--- src/hdl/qsu_pkg.sv ---
// ----------------------------------------------------------------------------
// qsu_pkg
// Types, codes and helper functions for the quoted string unescaper.
// ----------------------------------------------------------------------------
`default_nettype none

package qsu_pkg;

  localparam int unsigned MaxResults = 5;

  localparam logic [7:0]  ChQuote1  = 8'h27;
  localparam logic [7:0]  ChQuote2  = 8'h22;
  localparam logic [7:0]  ChBslash  = 8'h5C;
  localparam logic [7:0]  ChLbrace  = 8'h7B;
  localparam logic [7:0]  ChRbrace  = 8'h7D;
  localparam logic [7:0]  ChLf      = 8'h0A;
  localparam logic [7:0]  ChCr      = 8'h0D;
  localparam logic [7:0]  ChBel     = 8'h07;
  localparam logic [7:0]  ChBs      = 8'h08;
  localparam logic [7:0]  ChFf      = 8'h0C;
  localparam logic [7:0]  ChTab     = 8'h09;
  localparam logic [7:0]  ChVt      = 8'h0B;
  localparam logic [7:0]  ChSpace   = 8'h20;
  localparam logic [20:0] CpMax     = 21'h10FFFF;
  localparam logic [20:0] CpSat     = 21'h1FFFFF;

  typedef enum logic [3:0] {
    PH_START = 4'd0,
    PH_BODY  = 4'd1,
    PH_ESC   = 4'd2,
    PH_CR    = 4'd3,
    PH_OCT   = 4'd4,
    PH_HEX1  = 4'd5,
    PH_HEX2  = 4'd6,
    PH_UOPEN = 4'd7,
    PH_UDIG  = 4'd8,
    PH_USKIP = 4'd9,
    PH_ZSKIP = 4'd10,
    PH_DONE  = 4'd11
  } phase_t;

  // one result word
  typedef struct packed {
    logic [7:0] data;
    logic       valid;
    logic       eos;
    logic       err;
  } res_t;

  // bit 4 set means not a hex digit
  function automatic logic [4:0] hex_val(input logic [7:0] c);
    logic [4:0] v;
    v = 5'd16;
    if (c >= 8'h30 && c <= 8'h39) begin
      v = {1'b0, c[3:0]};
    end else if ((c >= 8'h61 && c <= 8'h66) || (c >= 8'h41 && c <= 8'h46)) begin
      v = {1'b0, c[3:0] + 4'd9};
    end
    return v;
  endfunction

  function automatic logic is_oct(input logic [7:0] c);
    return (c >= 8'h30 && c <= 8'h37);
  endfunction

  function automatic logic is_ws(input logic [7:0] c);
    return (c == ChFf || c == ChLf || c == ChCr || c == ChTab ||
            c == ChVt || c == ChSpace);
  endfunction

endpackage

`default_nettype wire

--- src/hdl/quoted_string_unescaper_top.sv ---
// ----------------------------------------------------------------------------
// quoted_string_unescaper_top
// Streaming decoder for quoted strings with backslash escapes.
// ----------------------------------------------------------------------------
// Takes one source byte per word and emits decoded bytes, an end word after
// the closing quote or the byte marked tlast, and error flags for bad unicode
// escapes. A leading single or double quote sets the closing quote, else a
// zero byte closes the string; tlast on an input word ends any open string
// and restarts the decoder for the next one. Each byte is decoded
// combinationally into a bundle of zero to five words, which is held in a
// small result buffer and drained through the output register at one word
// per cycle while the output side does not stall. The input therefore takes
// a byte every cycle as long as each byte yields at most one word and the
// output does not stall; a byte that yields more words (a unicode escape,
// an escape cut short by a plain byte, or flushed digits ahead of an end
// word) holds back the next byte while the buffer drains or output stalls.
`default_nettype none

module quoted_string_unescaper_top
  import qsu_pkg::*;
(
  input  wire logic       clk,
  input  wire logic       rst,
  input  wire logic       s_axis_tvalid,
  output logic            s_axis_tready,
  input  wire logic [7:0] s_axis_tdata,   // in_byte
  input  wire logic       s_axis_tlast,   // last_byte
  output logic            m_axis_tvalid,
  input  wire logic       m_axis_tready,
  output logic [7:0]      m_axis_tdata,   // out_byte
  output logic [1:0]      m_axis_tuser,   // byte_valid, escape_error
  output logic            m_axis_tlast    // end_of_string
);

  // decoder state
  phase_t      phase, phase_next;
  logic [7:0]  cq, cq_next;
  logic [20:0] acc, acc_next;
  logic [2:0]  dcnt, dcnt_next;
  logic [7:0]  held, held_next;
  logic        ovf, ovf_next;

  // result bundle for the current byte
  res_t        res_c [MaxResults];
  logic [2:0]  k;

  // buffer of words still to send, head at index 0
  res_t        bres [MaxResults];
  logic [2:0]  brem;

  res_t        od;
  logic        out_load;
  logic        accept;

  logic [7:0]  b;
  logic        body;
  logic [4:0]  hv;
  logic [4:0]  hv_held;
  logic [8:0]  oct_acc;
  logic [24:0] uwide;
  logic        uerr;

  assign b        = s_axis_tdata;
  assign hv       = hex_val(b);
  assign hv_held  = hex_val(held);
  assign out_load = (brem != 3'd0) && (!m_axis_tvalid || m_axis_tready);
  assign s_axis_tready = (brem == 3'd0) || ((brem == 3'd1) && out_load);
  assign accept   = s_axis_tvalid && s_axis_tready;

  always_comb begin
    phase_next = phase;
    cq_next    = cq;
    acc_next   = acc;
    dcnt_next  = dcnt;
    held_next  = held;
    ovf_next   = ovf;
    body       = 1'b0;
    uerr       = 1'b0;
    k          = 3'd0;
    oct_acc    = {acc[5:0], b[2:0]};
    uwide      = {acc, hv[3:0]};
    for (int i = 0; i < MaxResults; i++) begin
      res_c[i] = '0;
    end

    unique case (phase)
      PH_START: begin
        phase_next = PH_BODY;
        if (b == ChQuote1 || b == ChQuote2) begin
          cq_next = b;
        end else begin
          cq_next = 8'h00;
          body    = 1'b1;
        end
      end
      PH_BODY: begin
        body = 1'b1;
      end
      PH_ESC: begin
        phase_next = PH_BODY;
        if (b == ChLf || b == 8'h6E) begin
          res_c[k] = '{data: ChLf, valid: 1'b1, eos: 1'b0, err: 1'b0};
          k = k + 3'd1;
        end else if (b == ChCr) begin
          res_c[k] = '{data: ChLf, valid: 1'b1, eos: 1'b0, err: 1'b0};
          k = k + 3'd1;
          phase_next = PH_CR;
        end else if (b == 8'h61) begin
          res_c[k] = '{data: ChBel, valid: 1'b1, eos: 1'b0, err: 1'b0};
          k = k + 3'd1;
        end else if (b == 8'h62) begin
          res_c[k] = '{data: ChBs, valid: 1'b1, eos: 1'b0, err: 1'b0};
          k = k + 3'd1;
        end else if (b == 8'h66) begin
          res_c[k] = '{data: ChFf, valid: 1'b1, eos: 1'b0, err: 1'b0};
          k = k + 3'd1;
        end else if (b == 8'h72) begin
          res_c[k] = '{data: ChCr, valid: 1'b1, eos: 1'b0, err: 1'b0};
          k = k + 3'd1;
        end else if (b == 8'h74) begin
          res_c[k] = '{data: ChTab, valid: 1'b1, eos: 1'b0, err: 1'b0};
          k = k + 3'd1;
        end else if (b == 8'h76) begin
          res_c[k] = '{data: ChVt, valid: 1'b1, eos: 1'b0, err: 1'b0};
          k = k + 3'd1;
        end else if (b == 8'h78) begin
          phase_next = PH_HEX1;
        end else if (b == 8'h75) begin
          phase_next = PH_UOPEN;
        end else if (b == 8'h7A) begin
          phase_next = PH_ZSKIP;
        end else if (is_oct(b)) begin
          acc_next   = {18'd0, b[2:0]};
          dcnt_next  = 3'd1;
          phase_next = PH_OCT;
        end else begin
          res_c[k] = '{data: b, valid: 1'b1, eos: 1'b0, err: 1'b0};
          k = k + 3'd1;
        end
      end
      PH_CR: begin
        phase_next = PH_BODY;
        // a lone lf right after the cr is swallowed
        body = (b != ChLf);
      end
      PH_OCT: begin
        if (is_oct(b)) begin
          acc_next  = {12'd0, oct_acc};
          dcnt_next = dcnt + 3'd1;
          if (dcnt_next >= 3'd3) begin
            res_c[k] = '{data: oct_acc[7:0], valid: 1'b1, eos: 1'b0, err: 1'b0};
            k = k + 3'd1;
            phase_next = PH_BODY;
          end
        end else begin
          res_c[k] = '{data: acc[7:0], valid: 1'b1, eos: 1'b0, err: 1'b0};
          k = k + 3'd1;
          phase_next = PH_BODY;
          body       = 1'b1;
        end
      end
      PH_HEX1: begin
        if (!hv[4]) begin
          held_next  = b;
          phase_next = PH_HEX2;
        end else begin
          phase_next = PH_BODY;
          body       = 1'b1;
        end
      end
      PH_HEX2: begin
        phase_next = PH_BODY;
        if (!hv[4]) begin
          res_c[k] = '{data: {hv_held[3:0], hv[3:0]}, valid: 1'b1, eos: 1'b0,
                       err: 1'b0};
          k = k + 3'd1;
        end else begin
          res_c[k] = '{data: held, valid: 1'b1, eos: 1'b0, err: 1'b0};
          k = k + 3'd1;
          body = 1'b1;
        end
      end
      PH_UOPEN: begin
        if (b == ChLbrace) begin
          acc_next   = '0;
          ovf_next   = 1'b0;
          phase_next = PH_UDIG;
        end else begin
          phase_next = PH_BODY;
          body       = 1'b1;
        end
      end
      PH_UDIG, PH_USKIP: begin
        if (b == ChRbrace) begin
          phase_next = PH_BODY;
          if (ovf || acc > CpMax) begin
            res_c[k] = '{data: 8'h00, valid: 1'b0, eos: 1'b0, err: 1'b1};
            k = k + 3'd1;
          end else if (acc < 21'h80) begin
            res_c[k] = '{data: acc[7:0], valid: 1'b1, eos: 1'b0, err: 1'b0};
            k = k + 3'd1;
          end else if (acc < 21'h800) begin
            res_c[k] = '{data: {3'b110, acc[10:6]}, valid: 1'b1, eos: 1'b0, err: 1'b0};
            k = k + 3'd1;
            res_c[k] = '{data: {2'b10, acc[5:0]}, valid: 1'b1, eos: 1'b0, err: 1'b0};
            k = k + 3'd1;
          end else if (acc < 21'h10000) begin
            res_c[k] = '{data: {4'b1110, acc[15:12]}, valid: 1'b1, eos: 1'b0, err: 1'b0};
            k = k + 3'd1;
            res_c[k] = '{data: {2'b10, acc[11:6]}, valid: 1'b1, eos: 1'b0, err: 1'b0};
            k = k + 3'd1;
            res_c[k] = '{data: {2'b10, acc[5:0]}, valid: 1'b1, eos: 1'b0, err: 1'b0};
            k = k + 3'd1;
          end else begin
            res_c[k] = '{data: {5'b11110, acc[20:18]}, valid: 1'b1, eos: 1'b0, err: 1'b0};
            k = k + 3'd1;
            res_c[k] = '{data: {2'b10, acc[17:12]}, valid: 1'b1, eos: 1'b0, err: 1'b0};
            k = k + 3'd1;
            res_c[k] = '{data: {2'b10, acc[11:6]}, valid: 1'b1, eos: 1'b0, err: 1'b0};
            k = k + 3'd1;
            res_c[k] = '{data: {2'b10, acc[5:0]}, valid: 1'b1, eos: 1'b0, err: 1'b0};
            k = k + 3'd1;
          end
        end else if (b == cq) begin
          // closing quote inside an unterminated unicode escape
          res_c[k] = '{data: 8'h00, valid: 1'b0, eos: 1'b1, err: 1'b1};
          k = k + 3'd1;
          phase_next = PH_DONE;
        end else if (phase == PH_UDIG && !hv[4]) begin
          if (!ovf) begin
            if (uwide > {4'd0, CpMax}) begin
              ovf_next = 1'b1;
              acc_next = CpSat;
            end else begin
              acc_next = uwide[20:0];
            end
          end
        end else begin
          phase_next = PH_USKIP;
        end
      end
      PH_ZSKIP: begin
        if (!is_ws(b)) begin
          phase_next = PH_BODY;
          body       = 1'b1;
        end
      end
      PH_DONE: begin
        phase_next = PH_DONE;
      end
      default: begin
        phase_next = PH_DONE;
      end
    endcase

    // byte handed on as plain body text
    if (body) begin
      if (b == cq_next) begin
        res_c[k] = '{data: 8'h00, valid: 1'b0, eos: 1'b1, err: 1'b0};
        k = k + 3'd1;
        phase_next = PH_DONE;
      end else if (b == ChBslash) begin
        phase_next = PH_ESC;
      end else begin
        res_c[k] = '{data: b, valid: 1'b1, eos: 1'b0, err: 1'b0};
        k = k + 3'd1;
      end
    end

    // input ends: flush pending escape, close string, restart
    if (s_axis_tlast) begin
      if (phase_next != PH_DONE) begin
        if (phase_next == PH_OCT) begin
          res_c[k] = '{data: acc_next[7:0], valid: 1'b1, eos: 1'b0, err: 1'b0};
          k = k + 3'd1;
        end else if (phase_next == PH_HEX2) begin
          res_c[k] = '{data: held_next, valid: 1'b1, eos: 1'b0, err: 1'b0};
          k = k + 3'd1;
        end else if (phase_next == PH_UDIG || phase_next == PH_USKIP) begin
          uerr = 1'b1;
        end
        res_c[k] = '{data: 8'h00, valid: 1'b0, eos: 1'b1, err: uerr};
        k = k + 3'd1;
      end
      phase_next = PH_START;
      cq_next    = 8'h00;
      acc_next   = '0;
      dcnt_next  = 3'd0;
      held_next  = 8'h00;
      ovf_next   = 1'b0;
    end
  end

  always_ff @(posedge clk) begin
    if (rst) begin
      phase <= PH_START;
      cq    <= 8'h00;
      acc   <= '0;
      dcnt  <= 3'd0;
      held  <= 8'h00;
      ovf   <= 1'b0;
    end else if (accept) begin
      phase <= phase_next;
      cq    <= cq_next;
      acc   <= acc_next;
      dcnt  <= dcnt_next;
      held  <= held_next;
      ovf   <= ovf_next;
    end
  end

  // result buffer
  always_ff @(posedge clk) begin
    if (rst) begin
      brem <= 3'd0;
    end else if (accept) begin
      brem <= k;
    end else if (out_load) begin
      brem <= brem - 3'd1;
    end
  end

  always_ff @(posedge clk) begin
    if (accept) begin
      for (int i = 0; i < MaxResults; i++) begin
        bres[i] <= res_c[i];
      end
    end else if (out_load) begin
      for (int i = 0; i < MaxResults - 1; i++) begin
        bres[i] <= bres[i + 1];
      end
    end
  end

  // output register
  always_ff @(posedge clk) begin
    if (rst) begin
      m_axis_tvalid <= 1'b0;
    end else if (out_load) begin
      m_axis_tvalid <= 1'b1;
    end else if (m_axis_tready) begin
      m_axis_tvalid <= 1'b0;
    end
  end

  always_ff @(posedge clk) begin
    if (out_load) begin
      od <= bres[0];
    end
  end

  assign m_axis_tdata = od.data;
  assign m_axis_tuser = {od.err, od.valid};
  assign m_axis_tlast = od.eos;

endmodule

`default_nettype wire

--- config.mk ---
export PLATFORM = sky130hd
export DESIGN_NAME = quoted_string_unescaper_top
export DESIGN_NICKNAME = d
export VERILOG_FILES = /design/src/hdl/qsu_pkg.sv /design/src/hdl/quoted_string_unescaper_top.sv
export SDC_FILE = /design/constraint.sdc
export NUM_CORES = 1
export LEC_CHECK = 0
export ABC_AREA = 1
export BUFFER_PORTS_ARGS = -buffer_cell sky130_fd_sc_hd__buf_2
export CORE_UTILIZATION = 44
export DETAILED_ROUTE_END_ITERATION = 7
export PLACE_DENSITY = 0.57
export RECOVER_POWER = 25
export SETUP_SLACK_MARGIN = 0.15
export SLEW_MARGIN = 40
export SYNTH_ARGS = -nofsm -noshare
export SYNTH_HDL_FRONTEND = slang
export SYNTH_SLANG_ARGS = --single-unit
export TNS_END_PERCENT = 5
--- constraint.sdc ---
create_clock -name clk -period 6.55 [get_ports clk]
set_clock_uncertainty 0.1 [all_clocks]
set_input_delay 0.3275 -clock clk [delete_from_list [all_inputs] [get_ports clk]]
set_output_delay 0.3275 -clock clk [all_outputs]
set_load 0.03 [all_outputs]
==> impl_table.tex <==
\begin{tabular}{lr}
\hline
Metric & Value \\
\hline
\multicolumn{2}{l}{\textbf{Cells and area}} \\
Final Core Density & 50.4\% \\
Final layout net count & 1,235 \\
Final non-filler cell area & 0.00918 mm\^{}2 \\
Number of fill cells in the layout & 1,870 \\
Ant. Diodes & 0 \\
Layout overhead on the synthesized area & 11.1\% \\
Ratio of cells with drive above 1 in the final layout & 11.0\% \\
Non-Filler Instances & 1,448 \\
\multicolumn{2}{l}{\textbf{Critical path}} \\
Worst EP arrival & 4.19 ns \\
Critical Path End Type & flip-flop \\
Critical path required time & 6.63 ns \\
Setup Crit Path Kind & flip-flop to flip-flop \\
R2R Path Start & phase[3]\$\_SDFFE\_PP0P\_ \\
Sort of element at the start of the critical path & flip-flop \\
Critical Path Fanout Max & 12 \\
Worst Setup SP & phase[3]\$\_SDFFE\_PP0P\_ \\
\multicolumn{2}{l}{\textbf{Logic synthesis}} \\
Gate count of the mapped netlist & 1,191 \\
Flip-flop and latch count after synthesis & 115 \\
FFs w/ async S/R, synth & 0\% \\
Total standard cell area after synthesis & 0.00826 mm\^{}2 \\
Seq/Total Area, Yosys & 35.9\% \\
Mean area per synthesized cell & 6.94 um\^{}2 \\
Ys flop type & sky130\_fd\_sc\_hd\_\_edfxtp\_1 \\
Synthesis Warnings & 0 \\
Number of flops mapped to enable cells by yosys & 66 \\
Number of library cell types mapped by synthesis & 61 \\
\multicolumn{2}{l}{\textbf{STA}} \\
Summed negative setup slack over all endpoints & 0 ns \\
Final Cycle Share & 62.7\% \\
Fmax & 243 MHz \\
Smallest hold slack & 0.101 ns \\
Final hold vios & 0 \\
Final worst-path setup slack & 2.44 ns \\
Min cycle time layout & 4.11 ns \\
Slew Limit Fails & 28 \\
Worst slew margin relative to its limit & -15.7\% \\
Setup repair after global routing missed its margin & false \\
Final-report setup violation count & 0 \\
Transition time of the tightest slew-check pin & 1.74 ns \\
\multicolumn{2}{l}{\textbf{Power and ir drop}} \\
Post-route total power & 3.08 mW \\
Internal power & 1.94 mW \\
VDD IR-drop max & 0.000247 V \\
Switching power total & 1.14 mW \\
Sequential fraction of design power & 37.3\% \\
Switching fraction of total power & 37.0\% \\
Power per unit of standard cell area & 336 mW/mm\^{}2 \\
Part of the total power dissipated in the clock network & 33.1\% \\
Standby leakage power & 3.95 nW \\
Combinational share of power & 29.6\% \\
\multicolumn{2}{l}{\textbf{Drt}} \\
Via-to-Cell Ratio & 5.74 \\
Total length of routed wires & 28,300 um \\
Via Count & 8,313 \\
TritonRoute pass-1 iters & 6 \\
DR WL/cell & 19.5 um \\
Detailed-route DRC error count & 0 \\
Antenna Nets Post-Route & 0 \\
Drt first-iter violations & 742 \\
\multicolumn{2}{l}{\textbf{Worst hold path}} \\
Worst min path class & input pin to flip-flop \\
Hold Crit Start & m\_axis\_tready \\
\multicolumn{2}{l}{\textbf{Place}} \\
DP Cell Count & 1,417 \\
Instance area after placement & 0.00857 mm\^{}2 \\
Post-placement setup slack & 2.43 ns \\
RePlAce Congestion & 0.977 \\
Count of buffers from port buffering & 25 \\
Total half-perimeter wirelength after legalization and detailed placement & 20,500 um \\
\multicolumn{2}{l}{\textbf{Clock tree}} \\
Clock-pin slew on the worst setup and hold paths & 0.06 ns \\
Worst-Skew Late Latency & 0.43 ns \\
Number of gates resized after cts & 0 \\
TritonCTS clock tree & done \\
Hold buffer count at CTS & 0 \\
Buffers from clock root to sink, at most & 2 \\
Number of sinks handled by clock tree synthesis & 115 \\
Setup repair bufs after CTS & 0 \\
Num CTS Buffers & 17 \\
Clock H-tree levels & 4 \\
Cell chosen for the clock root & sky130\_fd\_sc\_hd\_\_clkbuf\_16 \\
\multicolumn{2}{l}{\textbf{Run}} \\
Max-capacitance violation count & 1 \\
\multicolumn{2}{l}{\textbf{Floorplanning}} \\
Full die area & 0.0193 mm\^{}2 \\
Cell Rows & 49 \\
Area of the core & 0.0182 mm\^{}2 \\
Die X-Extent & 139 um \\
Number of top-level design ports & 26 \\
Initial standard-cell utilization of the core & 45.4\% \\
Overall die height & 139 um \\
\multicolumn{2}{l}{\textbf{Global routing}} \\
Largest net degree at the start of global routing & 50 \\
First-pass GRT wire length & 43,600 um \\
Vias in the first global route & 7,666 \\
Congestion Overflow GR & 0 \\
GRT Total Usage & 30.0\% \\
Initial antenna violation count & 0 \\
\multicolumn{2}{l}{\textbf{Status}} \\
Status & complete, but fails checks \\
Violations in the final reports & max-capacitance violations, max-slew violations \\
\hline
\end{tabular}
[power by group through the flow]
| stage | clock network [mW] | registers [mW] | logic [mW] |
|---|---|---|---|
| 2_1_floorplan | 0 | 1.23 | 0.580 |
| 3_3_place_gp | 0 | 1.16 | 0.920 |
| 3_5_place_dp | 0 | 1.16 | 0.923 |
| 4_1_cts | 1.03 | 1.15 | 0.927 |
| 5_1_grt | 1.06 | 1.17 | 1.01 |
| 6_report | 1.02 | 1.15 | 0.913 |
[final cells by class]
cell class | count | area (um^2) | share of cell area (%)
inverters | 132 | 498 | 5.43
multi-input cells | 909 | 4650 | 50.6
clock buffers | 17 | 425 | 4.64
clock inverters | 14 | 203 | 2.21
repair buffers | 32 | 154 | 1.68
well taps | 229 | 287 | 3.12
flip-flops and latches | 115 | 2960 | 32.3
[registers in the layout, indices dropped and copies added (netlist names)]
signal and count:
m_axis_tvalid 1, m_axis_tdata 8, bres 55, ovf 1
phase 4, acc 21, brem 3, held 8
m_axis_tuser 2, cq 8, dcnt 3, m_axis_tlast 1
[layout by cell type, fill, tap and decap left out, drive strengths merged, types with 7 or more instances in the layout]
cell / synthesis / layout
nor3: 25 / 25
inv: 131 / 134
a21oi: 82 / 82
nand3: 108 / 108
clkbuf: 31 / 32
dfxtp: 49 / 49
buf: 13 / 17
ha: 15 / 15
a211oi: 14 / 14
o21ai: 91 / 91
conb: 1 / 10
o31ai: 7 / 7
nand2: 347 / 347
clkinv: 1 / 7
o211ai: 11 / 11
nand4: 21 / 21
nor2: 137 / 137
edfxtp: 66 / 66
[kinds of logic after synthesis]
| group | synth area share (%) |
|---|---|
| and+or+nand+nor | 36.0 |
| adders and majority gates | 2.27 |
| AOI/OAI and AO/OA | 16.6 |
| DFF | 35.9 |
| other | 0.0454 |
| xor gates and xnor gates | 0.833 |
| buffers and inverters | 8.41 |
[synth_stat cells, drive strengths merged (2+ instances only)]
library cell | instances | area (um^2)
o221ai | 3 | 26.3
nand2 | 347 | 1390
inv | 131 | 494
clkbuf | 31 | 116
xnor2 | 2 | 25.0
nand3 | 108 | 601
o21a | 4 | 30.0
o31ai | 7 | 57.6
nor2 | 137 | 642
a211oi | 14 | 105
o21ai | 91 | 482
a221oi | 3 | 26.3
edfxtp | 66 | 1980
o22ai | 2 | 12.5
a21oi | 82 | 437
nor3 | 25 | 130
nand4 | 21 | 153
ha | 15 | 188
nor4 | 5 | 37.5
buf | 13 | 80.1
dfxtp | 49 | 981
o211ai | 11 | 82.6
o2111ai | 2 | 17.5
a31oi | 2 | 12.5
xor2 | 5 | 43.8
a22oi | 3 | 22.5
[per-layer routing]
metal	global-route usage [%]	part of all wire, %	up-vias
met5	0	0	-
met4	13.7	4.0	0
met3	6.35	7.4	69
met2	46.8	45	339
met1	39.8	44	3876
li1	-	-	4029
[worst paths after layout]
| kind | end | slack [ns] | depth (start not counted) |
|---|---|---|---|
| max | bres[0][3]$_DFFE_PP_ | 2.44 | 20 |
| min | m_axis_tvalid$_SDFFE_PP0P_ | 0.10 | 4 |
| max reg2reg | bres[0][3]$_DFFE_PP_ | 2.44 | 20 |
| min reg2reg | m_axis_tdata[7]$_DFFE_PP_ | 0.31 | 0 |
[worst max-delay path: stages (launching register included)]
cell and delay, ns:
sky130_fd_sc_hd__dfxtp_1 0.37, sky130_fd_sc_hd__inv_1 0.05, sky130_fd_sc_hd__nor2_1 0.18, sky130_fd_sc_hd__nand2_1 0.21, sky130_fd_sc_hd__inv_1 0.37, sky130_fd_sc_hd__nand4_1 0.29, sky130_fd_sc_hd__nor2_1 0.28, sky130_fd_sc_hd__inv_2 0.15
sky130_fd_sc_hd__nor2_2 0.24, sky130_fd_sc_hd__ha_1 0.28, sky130_fd_sc_hd__inv_1 0.06, sky130_fd_sc_hd__nor2_2 0.06, sky130_fd_sc_hd__nor2_8 0.11, sky130_fd_sc_hd__inv_1 0.08, sky130_fd_sc_hd__ha_1 0.19, sky130_fd_sc_hd__nand4_2 0.13
sky130_fd_sc_hd__nand2_1 0.11, sky130_fd_sc_hd__nor2_2 0.21, sky130_fd_sc_hd__nand3_4 0.17, sky130_fd_sc_hd__nand3_1 0.14, sky130_fd_sc_hd__nand2_1 0.06
No activity file was read; power rests on OpenSTA's default activity.
